[src/design/tlqe_pkg.sv]
`timescale 1ns / 1ps

package tlqe_pkg;

    localparam int COORD_BITS = 20;
    localparam int INDEX_BITS = 16;
    localparam int SW_BITS    = 16;
    localparam int COLOR_BITS = 32;
    localparam int CFG_IDX_BITS  = 1;
    localparam int CFG_DATA_BITS = 32;

    // magnitude of a coordinate difference
    localparam int DIFF_BITS = COORD_BITS;
    localparam int SQ_BITS   = 2 * DIFF_BITS + 1;
    localparam int RAD_BITS  = SQ_BITS + 17;
    localparam int ROOT_BITS = RAD_BITS / 2;
    localparam int REM_BITS  = ROOT_BITS + 2;
    localparam int PROD_BITS = DIFF_BITS + SW_BITS;
    localparam int DVD_BITS  = PROD_BITS + 5;
    localparam int DVS_BITS  = ROOT_BITS + 1;
    localparam int Q_BITS    = 13;
    localparam int CNT_BITS  = 5;
    localparam int SLOT_BITS = 4;

    localparam logic [SLOT_BITS-1:0] SLOT_LAST_VERT = 4'd3;
    localparam logic [SLOT_BITS-1:0] SLOT_LAST_IDX  = 4'd9;
    localparam logic [SLOT_BITS-1:0] SLOT_CMD       = 4'd10;

    localparam logic [CFG_IDX_BITS-1:0] CFG_STROKE_WIDTH = 1'd0;
    localparam logic [CFG_IDX_BITS-1:0] CFG_STROKE_COLOR = 1'd1;

    localparam logic [SW_BITS-1:0]    SW_RESET    = 16'd256;
    localparam logic [COLOR_BITS-1:0] COLOR_RESET = 32'hFFFF_FFFF;

    typedef enum logic [1:0] {
        KIND_VERTEX = 2'd0,
        KIND_INDEX  = 2'd1,
        KIND_CMD    = 2'd2
    } t_kind;

    typedef enum logic [2:0] {
        OP_NONE   = 3'd0,
        OP_TAKE   = 3'd1,
        OP_MULX   = 3'd2,
        OP_MULY   = 3'd3,
        OP_SQRT   = 3'd4,
        OP_DIVI_X = 3'd5,
        OP_DIVI_Y = 3'd6,
        OP_DIV    = 3'd7
    } t_dp_op;

    typedef struct packed {
        t_dp_op                op;
        logic                  emit;
        logic [SLOT_BITS-1:0]  slot;
        logic                  commit;
    } t_dp_cmd;

    typedef struct packed {
        logic seg;
        logic fin;
        logic out_free;
    } t_dp_stat;

    function automatic logic [COORD_BITS-1:0] sat_coord(input logic signed [COORD_BITS:0] v);
        logic [COORD_BITS-1:0] res;
        if (v[COORD_BITS] != v[COORD_BITS-1]) begin
            res = {v[COORD_BITS], {(COORD_BITS-1){~v[COORD_BITS]}}};
        end else begin
            res = v[COORD_BITS-1:0];
        end
        return res;
    endfunction

    // vertex offset inside the quad for the two triangles
    function automatic logic [1:0] tri_ofs(input logic [SLOT_BITS-1:0] slot);
        logic [1:0] res;
        case (slot)
            4'd4:    res = 2'd0;
            4'd5:    res = 2'd1;
            4'd6:    res = 2'd2;
            4'd7:    res = 2'd1;
            4'd8:    res = 2'd2;
            4'd9:    res = 2'd3;
            default: res = 2'd0;
        endcase
        return res;
    endfunction

endpackage

[src/design/tlqe_ifs.sv]
`timescale 1ns / 1ps

interface tlqe_point_if import tlqe_pkg::*; ();
    logic                         valid;
    logic                         ready;
    logic signed [COORD_BITS-1:0] point_x;
    logic signed [COORD_BITS-1:0] point_y;
    logic                         first_point;
    logic                         final_point;

    modport source(output valid, point_x, point_y, first_point, final_point, input ready);
    modport sink(input valid, point_x, point_y, first_point, final_point, output ready);
endinterface

interface tlqe_result_if import tlqe_pkg::*; ();
    logic                         valid;
    logic                         ready;
    t_kind                        kind;
    logic signed [COORD_BITS-1:0] vert_x;
    logic signed [COORD_BITS-1:0] vert_y;
    logic [COLOR_BITS-1:0]        vert_color;
    logic [INDEX_BITS-1:0]        index_value;
    logic                         last_result;

    modport source(output valid, kind, vert_x, vert_y, vert_color, index_value, last_result,
                   input ready);
    modport sink(input valid, kind, vert_x, vert_y, vert_color, index_value, last_result,
                 output ready);
endinterface

interface tlqe_cfg_if import tlqe_pkg::*; ();
    logic                     valid;
    logic                     ready;
    logic [CFG_IDX_BITS-1:0]  index;
    logic [CFG_DATA_BITS-1:0] data;

    modport source(output valid, index, data, input ready);
    modport sink(input valid, index, data, output ready);
endinterface

[src/design/tlqe_ctrl.sv]
`timescale 1ns / 1ps

module tlqe_ctrl import tlqe_pkg::*; (
    input  logic     i_clk,
    input  logic     i_rst_n,
    input  logic     i_valid,
    input  t_dp_stat i_stat,
    output logic     o_ready,
    output t_dp_cmd  o_cmd
);

    typedef enum logic [9:0] {
        S_IDLE   = 10'b00_0000_0001,
        S_BRANCH = 10'b00_0000_0010,
        S_MULY   = 10'b00_0000_0100,
        S_SQRT   = 10'b00_0000_1000,
        S_DIVXI  = 10'b00_0001_0000,
        S_DIVX   = 10'b00_0010_0000,
        S_DIVYI  = 10'b00_0100_0000,
        S_DIVY   = 10'b00_1000_0000,
        S_EMIT   = 10'b01_0000_0000,
        S_DONE   = 10'b10_0000_0000
    } t_state;

    t_state               r_state, n_state;
    logic [CNT_BITS-1:0]  r_cnt, n_cnt;
    logic [SLOT_BITS-1:0] r_slot, n_slot;
    logic                 last_slot;

    assign last_slot = (r_slot == SLOT_CMD) || ((r_slot == SLOT_LAST_IDX) && !i_stat.fin);
    assign o_ready   = (r_state == S_IDLE);

    always_comb begin
        n_state      = r_state;
        n_cnt        = r_cnt;
        n_slot       = r_slot;
        o_cmd.op     = OP_NONE;
        o_cmd.emit   = 1'b0;
        o_cmd.slot   = r_slot;
        o_cmd.commit = 1'b0;
        case (r_state)
            S_IDLE: begin
                if (i_valid) begin
                    o_cmd.op = OP_TAKE;
                    n_state  = S_BRANCH;
                end
            end
            S_BRANCH: begin
                o_cmd.op = OP_MULX;
                if (i_stat.seg) begin
                    n_state = S_MULY;
                end else if (i_stat.fin) begin
                    n_slot  = SLOT_CMD;
                    n_state = S_EMIT;
                end else begin
                    n_state = S_DONE;
                end
            end
            S_MULY: begin
                o_cmd.op = OP_MULY;
                n_cnt    = '0;
                n_state  = S_SQRT;
            end
            S_SQRT: begin
                o_cmd.op = OP_SQRT;
                n_cnt    = r_cnt + 1'b1;
                if (r_cnt == CNT_BITS'(ROOT_BITS - 1)) begin
                    n_state = S_DIVXI;
                end
            end
            S_DIVXI: begin
                o_cmd.op = OP_DIVI_X;
                n_cnt    = '0;
                n_state  = S_DIVX;
            end
            S_DIVX: begin
                o_cmd.op = OP_DIV;
                n_cnt    = r_cnt + 1'b1;
                if (r_cnt == CNT_BITS'(Q_BITS - 1)) begin
                    n_state = S_DIVYI;
                end
            end
            S_DIVYI: begin
                o_cmd.op = OP_DIVI_Y;
                n_cnt    = '0;
                n_state  = S_DIVY;
            end
            S_DIVY: begin
                o_cmd.op = OP_DIV;
                n_cnt    = r_cnt + 1'b1;
                if (r_cnt == CNT_BITS'(Q_BITS - 1)) begin
                    n_slot  = '0;
                    n_state = S_EMIT;
                end
            end
            S_EMIT: begin
                if (i_stat.out_free) begin
                    o_cmd.emit = 1'b1;
                    if (last_slot) begin
                        n_state = S_DONE;
                    end else if (r_slot == SLOT_LAST_IDX) begin
                        n_slot = SLOT_CMD;
                    end else begin
                        n_slot = r_slot + 1'b1;
                    end
                end
            end
            S_DONE: begin
                o_cmd.commit = 1'b1;
                n_state      = S_IDLE;
            end
            default: begin
                n_state = S_IDLE;
            end
        endcase
    end

    always_ff @(posedge i_clk) begin
        if (!i_rst_n) begin
            r_state <= S_IDLE;
            r_cnt   <= '0;
            r_slot  <= '0;
        end else begin
            r_state <= n_state;
            r_cnt   <= n_cnt;
            r_slot  <= n_slot;
        end
    end

    a_emit_only_when_free: assert property (@(posedge i_clk) disable iff (!i_rst_n)
        o_cmd.emit |-> i_stat.out_free)
        else $error("result loaded while output register busy");

    a_take_from_idle: assert property (@(posedge i_clk) disable iff (!i_rst_n)
        (o_cmd.op == OP_TAKE) |=> (r_state == S_BRANCH))
        else $error("take did not advance to branch");

    a_slot_in_range: assert property (@(posedge i_clk) disable iff (!i_rst_n)
        (r_state == S_EMIT) |-> (r_slot <= SLOT_CMD))
        else $error("result slot out of range");

endmodule

[src/design/tlqe_dp.sv]
`timescale 1ns / 1ps

module tlqe_dp import tlqe_pkg::*; (
    input  logic                         i_clk,
    input  logic                         i_rst_n,
    input  t_dp_cmd                      i_cmd,
    output t_dp_stat                     o_stat,
    input  logic signed [COORD_BITS-1:0] i_point_x,
    input  logic signed [COORD_BITS-1:0] i_point_y,
    input  logic                         i_first_point,
    input  logic                         i_final_point,
    tlqe_cfg_if.sink                     i_cfg,
    tlqe_result_if.source                o_res
);

    logic [SW_BITS-1:0]           r_sw;
    logic [COLOR_BITS-1:0]        r_color;
    logic signed [COORD_BITS-1:0] r_prev_x, r_prev_y, r_cur_x, r_cur_y;
    logic                         r_have_prev;
    logic [INDEX_BITS-1:0]        r_vcnt, r_tally;
    logic                         r_fin, r_seg, r_negx, r_negy;
    logic [DIFF_BITS-1:0]         r_ax, r_ay;
    logic [SQ_BITS-2:0]           r_acc;
    logic [RAD_BITS-1:0]          r_rad;
    logic [REM_BITS-1:0]          r_rem;
    logic [ROOT_BITS-1:0]         r_root;
    logic [DVS_BITS-1:0]          r_drem;
    logic [Q_BITS-1:0]            r_dlo, r_q, r_qx;
    logic                         r_out_valid;
    t_kind                        r_kind;
    logic [COORD_BITS-1:0]        r_vx, r_vy;
    logic [COLOR_BITS-1:0]        r_vc;
    logic [INDEX_BITS-1:0]        r_idx;
    logic                         r_last;

    logic                         start;
    logic signed [COORD_BITS:0]   dx, dy, adx, ady;
    logic [SQ_BITS-2:0]           sqx, sqy;
    logic [SQ_BITS-1:0]           sqsum;
    logic [REM_BITS+1:0]          s_rem2, s_trial, s_diff;
    logic                         s_ge;
    logic [DIFF_BITS-1:0]         div_a;
    logic [PROD_BITS-1:0]         prod;
    logic [DVD_BITS-1:0]          dvd;
    logic [DVS_BITS:0]            d_rem2, d_dvs, d_diff;
    logic                         d_ge;
    logic                         zero_len;
    logic signed [COORD_BITS:0]   ox, oy, base_x, base_y, sum_x, sum_y;
    logic [INDEX_BITS-1:0]        tally_new;
    logic                         out_free;

    assign start = i_first_point || !r_have_prev;
    assign dx    = {i_point_x[COORD_BITS-1], i_point_x} - {r_prev_x[COORD_BITS-1], r_prev_x};
    assign dy    = {i_point_y[COORD_BITS-1], i_point_y} - {r_prev_y[COORD_BITS-1], r_prev_y};
    assign adx   = dx[COORD_BITS] ? -dx : dx;
    assign ady   = dy[COORD_BITS] ? -dy : dy;

    assign sqx   = r_ax * r_ax;
    assign sqy   = r_ay * r_ay;
    assign sqsum = {1'b0, r_acc} + {1'b0, sqy};

    // one result bit of the root per step
    assign s_rem2  = {r_rem, r_rad[RAD_BITS-1 -: 2]};
    assign s_trial = {2'b00, r_root, 2'b01};
    assign s_diff  = s_rem2 - s_trial;
    assign s_ge    = (s_rem2 >= s_trial);

    // dividend 2*a*w*8 + l8 over divisor 2*l8, rounding half up
    assign div_a = (i_cmd.op == OP_DIVI_Y) ? r_ay : r_ax;
    assign prod  = div_a * r_sw;
    assign dvd   = {1'b0, prod, 4'b0000} + DVD_BITS'(r_root);

    assign d_rem2 = {r_drem, r_dlo[Q_BITS-1]};
    assign d_dvs  = {1'b0, r_root, 1'b0};
    assign d_diff = d_rem2 - d_dvs;
    assign d_ge   = (d_rem2 >= d_dvs);

    assign zero_len = (r_root == '0);
    always_comb begin
        ox = zero_len ? '0 : (COORD_BITS+1)'(r_qx);
        oy = zero_len ? '0 : (COORD_BITS+1)'(r_q);
        if (r_negx) begin
            ox = -ox;
        end
        if (r_negy) begin
            oy = -oy;
        end
        base_x = i_cmd.slot[0] ? {r_cur_x[COORD_BITS-1], r_cur_x}
                               : {r_prev_x[COORD_BITS-1], r_prev_x};
        base_y = i_cmd.slot[0] ? {r_cur_y[COORD_BITS-1], r_cur_y}
                               : {r_prev_y[COORD_BITS-1], r_prev_y};
        sum_x  = i_cmd.slot[1] ? base_x - oy : base_x + oy;
        sum_y  = i_cmd.slot[1] ? base_y + ox : base_y - ox;
    end

    assign tally_new = r_seg ? r_tally + INDEX_BITS'(6) : r_tally;
    assign out_free  = !r_out_valid || o_res.ready;

    assign o_stat.seg      = r_seg;
    assign o_stat.fin      = r_fin;
    assign o_stat.out_free = out_free;

    assign i_cfg.ready = 1'b1;

    assign o_res.valid       = r_out_valid;
    assign o_res.kind        = r_kind;
    assign o_res.vert_x      = r_vx;
    assign o_res.vert_y      = r_vy;
    assign o_res.vert_color  = r_vc;
    assign o_res.index_value = r_idx;
    assign o_res.last_result = r_last;

    // control state
    always_ff @(posedge i_clk) begin
        if (!i_rst_n) begin
            r_sw        <= SW_RESET;
            r_color     <= COLOR_RESET;
            r_prev_x    <= '0;
            r_prev_y    <= '0;
            r_have_prev <= 1'b0;
            r_vcnt      <= '0;
            r_tally     <= '0;
            r_out_valid <= 1'b0;
        end else begin
            if (i_cfg.valid) begin
                case (i_cfg.index)
                    CFG_STROKE_WIDTH: r_sw    <= i_cfg.data[SW_BITS-1:0];
                    CFG_STROKE_COLOR: r_color <= i_cfg.data[COLOR_BITS-1:0];
                    default: begin
                    end
                endcase
            end
            if ((i_cmd.op == OP_TAKE) && start) begin
                r_tally     <= '0;
                r_have_prev <= 1'b0;
            end
            if (i_cmd.commit) begin
                r_prev_x    <= r_cur_x;
                r_prev_y    <= r_cur_y;
                r_have_prev <= !r_fin;
                r_tally     <= r_fin ? '0 : tally_new;
                if (r_seg) begin
                    r_vcnt <= r_vcnt + INDEX_BITS'(4);
                end
            end
            if (i_cmd.emit) begin
                r_out_valid <= 1'b1;
            end else if (o_res.ready) begin
                r_out_valid <= 1'b0;
            end
        end
    end

    // arithmetic and result payload
    always_ff @(posedge i_clk) begin
        case (i_cmd.op)
            OP_TAKE: begin
                r_cur_x <= i_point_x;
                r_cur_y <= i_point_y;
                r_fin   <= i_final_point;
                r_seg   <= !start;
                r_negx  <= dx[COORD_BITS];
                r_negy  <= dy[COORD_BITS];
                r_ax    <= adx[DIFF_BITS-1:0];
                r_ay    <= ady[DIFF_BITS-1:0];
            end
            OP_MULX: begin
                r_acc <= sqx;
            end
            OP_MULY: begin
                r_rad  <= {1'b0, sqsum, 16'd0};
                r_rem  <= '0;
                r_root <= '0;
            end
            OP_SQRT: begin
                r_rad <= {r_rad[RAD_BITS-3:0], 2'b00};
                if (s_ge) begin
                    r_rem  <= s_diff[REM_BITS-1:0];
                    r_root <= {r_root[ROOT_BITS-2:0], 1'b1};
                end else begin
                    r_rem  <= s_rem2[REM_BITS-1:0];
                    r_root <= {r_root[ROOT_BITS-2:0], 1'b0};
                end
            end
            OP_DIVI_X, OP_DIVI_Y: begin
                r_drem <= DVS_BITS'(dvd[DVD_BITS-1:Q_BITS]);
                r_dlo  <= dvd[Q_BITS-1:0];
                r_q    <= '0;
                if (i_cmd.op == OP_DIVI_Y) begin
                    r_qx <= r_q;
                end
            end
            OP_DIV: begin
                r_drem <= d_ge ? d_diff[DVS_BITS-1:0] : d_rem2[DVS_BITS-1:0];
                r_dlo  <= {r_dlo[Q_BITS-2:0], 1'b0};
                r_q    <= {r_q[Q_BITS-2:0], d_ge};
            end
            default: begin
            end
        endcase

        if (i_cmd.emit) begin
            r_last <= (i_cmd.slot == SLOT_CMD) ||
                      ((i_cmd.slot == SLOT_LAST_IDX) && !r_fin);
            if (i_cmd.slot <= SLOT_LAST_VERT) begin
                r_kind <= KIND_VERTEX;
                r_vx   <= sat_coord(sum_x);
                r_vy   <= sat_coord(sum_y);
                r_vc   <= r_color;
                r_idx  <= '0;
            end else begin
                r_kind <= (i_cmd.slot == SLOT_CMD) ? KIND_CMD : KIND_INDEX;
                r_vx   <= '0;
                r_vy   <= '0;
                r_vc   <= '0;
                r_idx  <= (i_cmd.slot == SLOT_CMD) ? tally_new
                                                   : r_vcnt + INDEX_BITS'(tri_ofs(i_cmd.slot));
            end
        end
    end

    a_vcnt_quad_aligned: assert property (@(posedge i_clk) disable iff (!i_rst_n)
        r_vcnt[1:0] == 2'b00)
        else $error("vertex counter lost quad alignment");

    a_tally_even: assert property (@(posedge i_clk) disable iff (!i_rst_n)
        r_tally[0] == 1'b0)
        else $error("index tally is odd");

    a_final_closes: assert property (@(posedge i_clk) disable iff (!i_rst_n)
        (i_cmd.commit && r_fin) |=> (!r_have_prev && (r_tally == '0)))
        else $error("final point left polyline open");

endmodule

[src/design/thick_line_quad_expander.sv]
`timescale 1ns / 1ps
// channel  modport  direction  payload
// i_pt     sink     in         point_x, point_y, first_point, final_point
// o_res    source   out        kind, vert_x, vert_y, vert_color, index_value, last_result
// i_cfg    sink     in         index (0 stroke_width, 1 stroke_color), data
//
// a point that closes a segment runs the 29-step root and two 13-step quotient loops,
// then emits ten results (eleven when it also ends the polyline)
// a point without a segment emits only the command, and only when it ends the polyline
// the output register holds a result while the next one is prepared; a stall on o_res
// holds the emit phase until the output register is free
// synchronous active-low reset restores stroke width 256 and color all ones

module thick_line_quad_expander import tlqe_pkg::*; (
    input  logic          i_clk,
    input  logic          i_rst_n,
    tlqe_point_if.sink    i_pt,
    tlqe_result_if.source o_res,
    tlqe_cfg_if.sink      i_cfg
);

    t_dp_cmd  cmd;
    t_dp_stat stat;
    logic     ready;

    assign i_pt.ready = ready;

    tlqe_ctrl u_ctrl (
        .i_clk   (i_clk),
        .i_rst_n (i_rst_n),
        .i_valid (i_pt.valid),
        .i_stat  (stat),
        .o_ready (ready),
        .o_cmd   (cmd)
    );

    tlqe_dp u_dp (
        .i_clk         (i_clk),
        .i_rst_n       (i_rst_n),
        .i_cmd         (cmd),
        .o_stat        (stat),
        .i_point_x     (i_pt.point_x),
        .i_point_y     (i_pt.point_y),
        .i_first_point (i_pt.first_point),
        .i_final_point (i_pt.final_point),
        .i_cfg         (i_cfg),
        .o_res         (o_res)
    );

endmodule
[src/flat_wrapper.sv]
// flat-port wrapper written by rule: the top's interface ports become plain ports
module thick_line_quad_expander_flat import tlqe_pkg::*;
  (i_clk, i_rst_n, i_pt_valid, i_pt_point_x, i_pt_point_y, i_pt_first_point, i_pt_final_point, i_pt_ready, o_res_valid, o_res_kind, o_res_vert_x, o_res_vert_y, o_res_vert_color, o_res_index_value, o_res_last_result, o_res_ready, i_cfg_valid, i_cfg_index, i_cfg_data, i_cfg_ready);
  tlqe_point_if i_pt_i ();
  tlqe_result_if o_res_i ();
  tlqe_cfg_if i_cfg_i ();
  input  logic i_clk;
  input  logic i_rst_n;
  input wire logic [$bits(i_pt_i.valid)-1:0] i_pt_valid;
  input wire logic [$bits(i_pt_i.point_x)-1:0] i_pt_point_x;
  input wire logic [$bits(i_pt_i.point_y)-1:0] i_pt_point_y;
  input wire logic [$bits(i_pt_i.first_point)-1:0] i_pt_first_point;
  input wire logic [$bits(i_pt_i.final_point)-1:0] i_pt_final_point;
  output wire logic [$bits(i_pt_i.ready)-1:0] i_pt_ready;
  output wire logic [$bits(o_res_i.valid)-1:0] o_res_valid;
  output wire logic [$bits(o_res_i.kind)-1:0] o_res_kind;
  output wire logic [$bits(o_res_i.vert_x)-1:0] o_res_vert_x;
  output wire logic [$bits(o_res_i.vert_y)-1:0] o_res_vert_y;
  output wire logic [$bits(o_res_i.vert_color)-1:0] o_res_vert_color;
  output wire logic [$bits(o_res_i.index_value)-1:0] o_res_index_value;
  output wire logic [$bits(o_res_i.last_result)-1:0] o_res_last_result;
  input wire logic [$bits(o_res_i.ready)-1:0] o_res_ready;
  input wire logic [$bits(i_cfg_i.valid)-1:0] i_cfg_valid;
  input wire logic [$bits(i_cfg_i.index)-1:0] i_cfg_index;
  input wire logic [$bits(i_cfg_i.data)-1:0] i_cfg_data;
  output wire logic [$bits(i_cfg_i.ready)-1:0] i_cfg_ready;
  assign i_pt_i.valid = i_pt_valid;
  assign i_pt_i.point_x = i_pt_point_x;
  assign i_pt_i.point_y = i_pt_point_y;
  assign i_pt_i.first_point = i_pt_first_point;
  assign i_pt_i.final_point = i_pt_final_point;
  assign i_pt_ready = i_pt_i.ready;
  assign o_res_valid = o_res_i.valid;
  assign o_res_kind = o_res_i.kind;
  assign o_res_vert_x = o_res_i.vert_x;
  assign o_res_vert_y = o_res_i.vert_y;
  assign o_res_vert_color = o_res_i.vert_color;
  assign o_res_index_value = o_res_i.index_value;
  assign o_res_last_result = o_res_i.last_result;
  assign o_res_i.ready = o_res_ready;
  assign i_cfg_i.valid = i_cfg_valid;
  assign i_cfg_i.index = i_cfg_index;
  assign i_cfg_i.data = i_cfg_data;
  assign i_cfg_ready = i_cfg_i.ready;
  thick_line_quad_expander u_core (.i_clk(i_clk), .i_rst_n(i_rst_n), .i_pt(i_pt_i), .o_res(o_res_i), .i_cfg(i_cfg_i));
endmodule
[config.mk]
export PLATFORM = sky130hd
export DESIGN_NAME = thick_line_quad_expander_flat
export DESIGN_NICKNAME = d
export VERILOG_FILES = /design/src/design/tlqe_pkg.sv /design/src/design/tlqe_ifs.sv /design/src/design/tlqe_ctrl.sv /design/src/design/tlqe_dp.sv /design/src/design/thick_line_quad_expander.sv /design/src/flat_wrapper.sv
export SDC_FILE = /design/constraint.sdc
export NUM_CORES = 2
export LEC_CHECK = 0
export BUFFER_PORTS_ARGS = -buffer_cell sky130_fd_sc_hd__buf_2
export CORE_MARGIN = 8
export CORE_UTILIZATION = 50
export DETAILED_ROUTE_END_ITERATION = 12
export PLACE_DENSITY = 0.68
export RECOVER_POWER = 25
export SLEW_MARGIN = 30
export SYNTH_ARGS = -nofsm -noshare
export SYNTH_HDL_FRONTEND = slang
export SYNTH_SLANG_ARGS = --single-unit
[constraint.sdc]
create_clock -name i_clk -period 22.3 [get_ports i_clk]
set_input_delay 6.69 -clock i_clk [delete_from_list [all_inputs] [get_ports i_clk]]
set_output_delay 6.69 -clock i_clk [all_outputs]
set_load 0.02 [all_outputs]
# == Word level (Yosys, flattened, before mapping) ==
# Cells that the tools add are included.
# W data, S select, Z words.
# word_totals
regBits,543
in_bits,80
out_inout_bits,94
elab_cells,182
# op_classes
n_addsub,19
mul,3
magnitude_cmp,3
eq_ne,36
mux,57
n_bitwise,3
n_reduce_logical,28
# op_table
cell,n
$mux W21,6
$pmux W58 S2,1
$mux W20,5
$pmux W10 S9,1
$mul A20 B20 Y40,2
$mux W10,8
$mux W16,5
$pmux W31 S2,1
$pmux W30 S2,1
$pmux W29 S2,1
$pmux W13 S2,2
$add A21 B21 Y21,2
$neg A13 Y21,2
$sub A20 B20 Y21,2
$sub A21 B21 Y21,2
$add A40 B29 Y41,1
$add A40 B40 Y41,1
$neg A20 Y20,2
$mul A20 B16 Y36,1
$ge A33 B31 Y1,1
$add A16 B3 Y16 const B,2
$ge A31 B30 Y1,1
$mux W31,1
$sub A31 B31 Y31,1
other kinds (44),97

# == Longest topological paths before layout ==
# depth
ltp_word,8
ltp_mapped,42

# == Modules after synthesis ==
# From an unflattened synthesis, not the netlist that was laid out.
# unflattened
cells_unflattened,7110
area_unflattened_um2,65671.7
# modules_own_cells
module,n_inst,cells_per_inst,area_each_um2,seq_area_each_um2
tlqe_dp,1,6926,64217.8,13943.4
tlqe_ctrl,1,184,1453.9,380.4

# == Least setup slack after synthesis ==
# OpenSTA, ideal clock, no wires.
# synth_timing
path_kind,in2reg
start,in i_pt_valid
end,reg u_core.u_dp.r_rad[16] (enable)
setup_time_ns,0.562
arrival_time_ns,12.599
t_required_ns,21.738
slack_ns,9.139
stages,5
path_buffers,0
path_cell_list,nand2_1 -> nand3_1 -> o21ai_0 -> nand2_1 -> nor2_1
# synth_via
elab_chain_len,4
word_cells_on_any_way,5
classes_between,eq/ne (2); mux (2); reduce/logical (1)
# synth_rtl
element,line_no,rtl
start: declaration,flat_wrapper.sv:9,input wire logic [$bits(i_pt_i.valid)-1:0] i_pt_valid;
$mux W1 (*),tlqe_ctrl.sv:43,if (i_valid) begin
$pmux W3 S7 (*),tlqe_ctrl.sv:41,case (r_state)
$eq A3 B3 Y1 or $eq A3 B2 Y1 (tied branches),tlqe_dp.sv:156,case (i_cmd.op)
$reduce_bool A2 Y1 (no source line) (*),-,
end signal: assignment,tlqe_dp.sv:171,"r_rad <= {1'b0, sqsum, 16'd0};"
end signal: assignment,tlqe_dp.sv:176,"r_rad <= {r_rad[RAD_BITS-3:0], 2'b00};"
end: declaration,tlqe_dp.sv:24,logic [RAD_BITS-1:0] r_rad;
# Mark *: on every way between the ends. The rest lies on a longest branch, timed or not.
# A chain may end at the register's enable or synchronous reset.

# == Final worst setup path ==
# layout_timing
start,reg u_core.u_ctrl.r_state[9]
end,"reg u_core.u_dp.r_drem[17], data pin"
# layout_via
elab_chain_len,8
word_cells_on_any_way,18
classes_between,add/sub (1); mul (1); eq/ne (11); mux (3); reduce/logical (2)
# layout_rtl
element,line_no,rtl
start: declaration,tlqe_ctrl.sv:25,"t_state r_state, n_state;"
start signal: assignment,tlqe_ctrl.sv:124,r_state <= n_state;
$eq A10 B8 Y1 or $eq A10 B6 Y1 (tied branches),tlqe_ctrl.sv:41,
$reduce_or A2 Y1 (no source line),-,
$pmux W3 S7 (*),tlqe_ctrl.sv:41,
$eq A3 B3 Y1,"tlqe_dp.sv:69, tlqe_dp.sv:156",
$mux W20,tlqe_dp.sv:69,assign div_a = (i_cmd.op == OP_DIVI_Y) ? r_ay : r_ax;
$mul A20 B16 Y36,tlqe_dp.sv:70,assign prod = div_a * r_sw;
$add A40 B29 Y41,tlqe_dp.sv:71,"assign dvd = {1'b0, prod, 4'b0000} + DVD_BITS'(r_root);"
$pmux W30 S2 (*),tlqe_dp.sv:156,
end signal: assignment,tlqe_dp.sv:186,r_drem <= DVS_BITS'(dvd[DVD_BITS-1:Q_BITS]);
end signal: assignment,tlqe_dp.sv:194,r_drem <= d_ge ? d_diff[DVS_BITS-1:0] : d_rem2[DVS_BITS-1:0];
end: declaration,tlqe_dp.sv:27,logic [DVS_BITS-1:0] r_drem;
# Marks and branches as above.

==> results_dict.tcl <==
set metrics [dict create \
    h-tree-depth 2 \
    syn2layout_area_growth_pct 7.29 \
    rsz0062_at_grt "false" \
    tightest_slew_ns 3.82 \
    postCtsHoldBufs 0 \
    synth_top_family_by_area "adder cells" \
    design.core.area_um2 129000 \
    clock_path_buffers 3 \
    layout-drive-gt1-share 0.0569 \
    die_w_um 376 \
    clock-root-buffer "clkbuf_16" \
    drt-pass1-iter-count 6 \
    synth_common_cells "inv_1, fa_1, nand2_1, ha_1, a21oi_1" \
    yosysMostFrequentCell "inv_1" \
    dp_hpwl_um 132000 \
    vias 48700 \
    min_period_ns 10.95 \
    die_h_um 376 \
    io_buffer_count 172 \
    critical-path-top-delay-family "adder cells" \
    gp_congestion 0.913 \
    netlist_instances 7015 \
    arrival_ns 11.26 \
    grt_max_degree 82 \
    cts_resized 0 \
    tritoncts "yes" \
    worst-path-buf-inv 5 \
    slew_violations 475 \
    synthMuxAreaShare 0.00995 \
    rrSetupSlack_ns 11.35 \
    synth.area.top_cells "fa_1, edfxtp_1, ha_1" \
    drc 0 \
    yosys.area.top_type_share 0.264 \
    final_area_um2 69500 \
    cp_slowest_cell "o21ai_2" \
    post-cts-setup-buffer-count 0 \
    start_util 0.502 \
    path_clk_slew_ns 0.06 \
    crit_cells 34 \
    finalSetupViolations 0 \
    finClkSkew_ns 0.0734 \
    yosysWarnings 0 \
    fin_tns_setup_ns 0 \
    ys_ff_latch 523 \
    synth_fa_ha_area_frac 0.376 \
    synth_compound_area_frac 0.107 \
    outcome "finished, violations left" \
    viasPerCell 5.49 \
    grt-ovfl-total 0 \
    synthXorXnorAreaFrac 0.0502 \
    fmax_ghz 0.0913 \
    yosys.area.top_type "fa_1" \
    fin_crit_sh 0.491 \
    ys_types 97 \
    endpoint "u_core.u_dp.r_drem[17]" \
    rows 132 \
    ant_nets 0 \
    cts_sinks 523 \
    reg2reg_depth 34 \
    dpl_cell_area_um2 67500 \
    wire_per_inst_um 18.9 \
    max_cap_viol_count 11 \
    synth_nets 8529 \
    first_global_vias 50000 \
    wirelength_um 168000 \
    clock_latency_ns 0.70 \
    track_usage 0.235 \
    pin_count 174 \
    synth-edff-count 385 \
    synthArstFlopShare 0 \
    crit_top_cell "fa_1" \
    syn_area_um2 64800 \
    avgSynthCellArea_um2 9.23 \
    end_kind "flip-flop" \
    grt_pass1_wl_um 268000 \
    drtIter0Drc 2941 \
    violations "max-capacitance violations, max-slew violations" \
    synthFlopType "edfxtp_1" \
    hold_violations 0 \
    hp-class "flip-flop to flip-flop" \
    cts_buffers 59 \
    nets 8590 \
    max_stage_delay_ns 1.02 \
    startpoint "u_core.u_ctrl.r_state[9]" \
    worstPathRequired_ns 22.61 \
    synth_seq_area_share 0.221 \
    crit_fanout 33 \
    antenna_found_initial 11 \
    r2r-start "u_core.u_ctrl.r_state[9]" \
    r2r-end "u_core.u_dp.r_drem[17]" \
    crit_type "flip-flop to flip-flop" \
    synth_simple_gate_area_frac 0.148 \
    slew_headroom -1.54 \
    cp-start-kind "flip-flop" \
    dieArea_um2 141000 \
]
## cell type report
class | instances | area, um^2
clock inverter | 32 | 407
multi-input combinational | 4998 | 44900
tap | 1742 | 2180
antenna | 4 | 10.0
fill | 11600 | 59500
inverter | 1240 | 4660
timing repair buffer | 254 | 1430
sequential | 523 | 14300
clock buffer | 77 | 1600
## registers in the layout, summed over array words and instances, names as in the netlist, 29 cells and up
name                          cells
u_core.u_dp.r_root               29
u_core.u_dp.r_acc                39
u_core.u_dp.r_color              32
u_core.u_dp.o_res.vert_color     32
u_core.u_dp.r_drem               30
u_core.u_dp.r_rad                42
u_core.u_dp.r_rem                31
## worst reg2reg max path, delay by kind of cell, from the launching register on
kind            cells  cell delay [ns]
buf+inv             5             0.90
flops               1             0.35
xor+xnor            3             0.43
simple gates       11             2.39
compound gates      6             2.48
mux                 1             0.16
fa+ha+maj           8             3.86
## per-layer routing
metal / up-vias / track usage / routed length, um
met2: 1498 / 0.393 / 78700
met1: 24100 / 0.308 / 70500
met3: 309 / 0.0450 / 12800
li1: 22800 / - / -
met5: - / 0 / 27
met4: 4 / 0.0740 / 6030
## cells in the final DEF, fill, tap and decap left out, types with 13 or more instances in the layout
cell type	n
and3_1	54
xor2_1	149
mux2i_1	43
fa_1	855
mux2_2	18
o21ai_2	13
a21o_1	116
clkbuf_1	50
nand3b_1	24
and2_0	31
o21bai_1	35
inv_1	1233
o31ai_1	30
nor2_1	392
nor3_1	67
or2_2	20
or3_1	29
nand4_1	18
buf_2	148
nor4_1	23
nand3_1	92
clkinv_2	16
a211oi_1	41
nand2_1	787
o21a_1	48
clkbuf_16	59
nor2b_1	44
o21ai_0	254
dfxtp_1	135
ha_1	579
xnor2_1	216
nand2b_1	35
buf_4	63
and2_1	330
a31oi_1	24
edfxtp_1	385
a21oi_1	397
## how the worst min path moves through the flow
stage | from | end | slack, ns | cells after the start
global route | u_core.u_dp.r_prev_x[5] | u_core.u_dp.r_prev_x[5] | 0.47 | 2
floorplan | u_core.u_dp.r_q[3] | u_core.u_dp.r_qx[3] | 0.42 | 0
finish | u_core.u_dp.r_prev_x[7] | u_core.u_dp.r_prev_x[7] | 0.45 | 2
global placement | u_core.u_dp.r_prev_x[8] | u_core.u_dp.r_prev_x[8] | 0.44 | 2
CTS | u_core.u_dp.r_prev_y[19] | u_core.u_dp.r_prev_y[19] | 0.45 | 2
detailed placement | u_core.u_dp.r_prev_y[19] | u_core.u_dp.r_prev_y[19] | 0.44 | 2
## cell families after synthesis
kind of cell	after synthesis
xor gates and xnor gates	369
DFF	523
buffers and inverters	1494
and+or+nand+nor	2008
other	2
adders and majority gates	1434
muxes	62
AOI/OAI and AO/OA	1123
## stage by stage
step / std cells / setup WS, ns / util / hold slack [ns]
floorplan: 7015 / 9.14 / - / 0.424
global placement: 8754 / 11.04 / 0.523 / 0.437
detailed placement: 8755 / 11.06 / 0.523 / 0.443
CTS: 8864 / 11.78 / 0.539 / 0.451
global route: 8866 / 10.57 / 0.539 / 0.466
finish: 8870 / 11.35 / 0.539 / 0.450
Power is not shown: default switching activity piles up to over one toggle a cycle in this logic, so the estimate is an artifact.
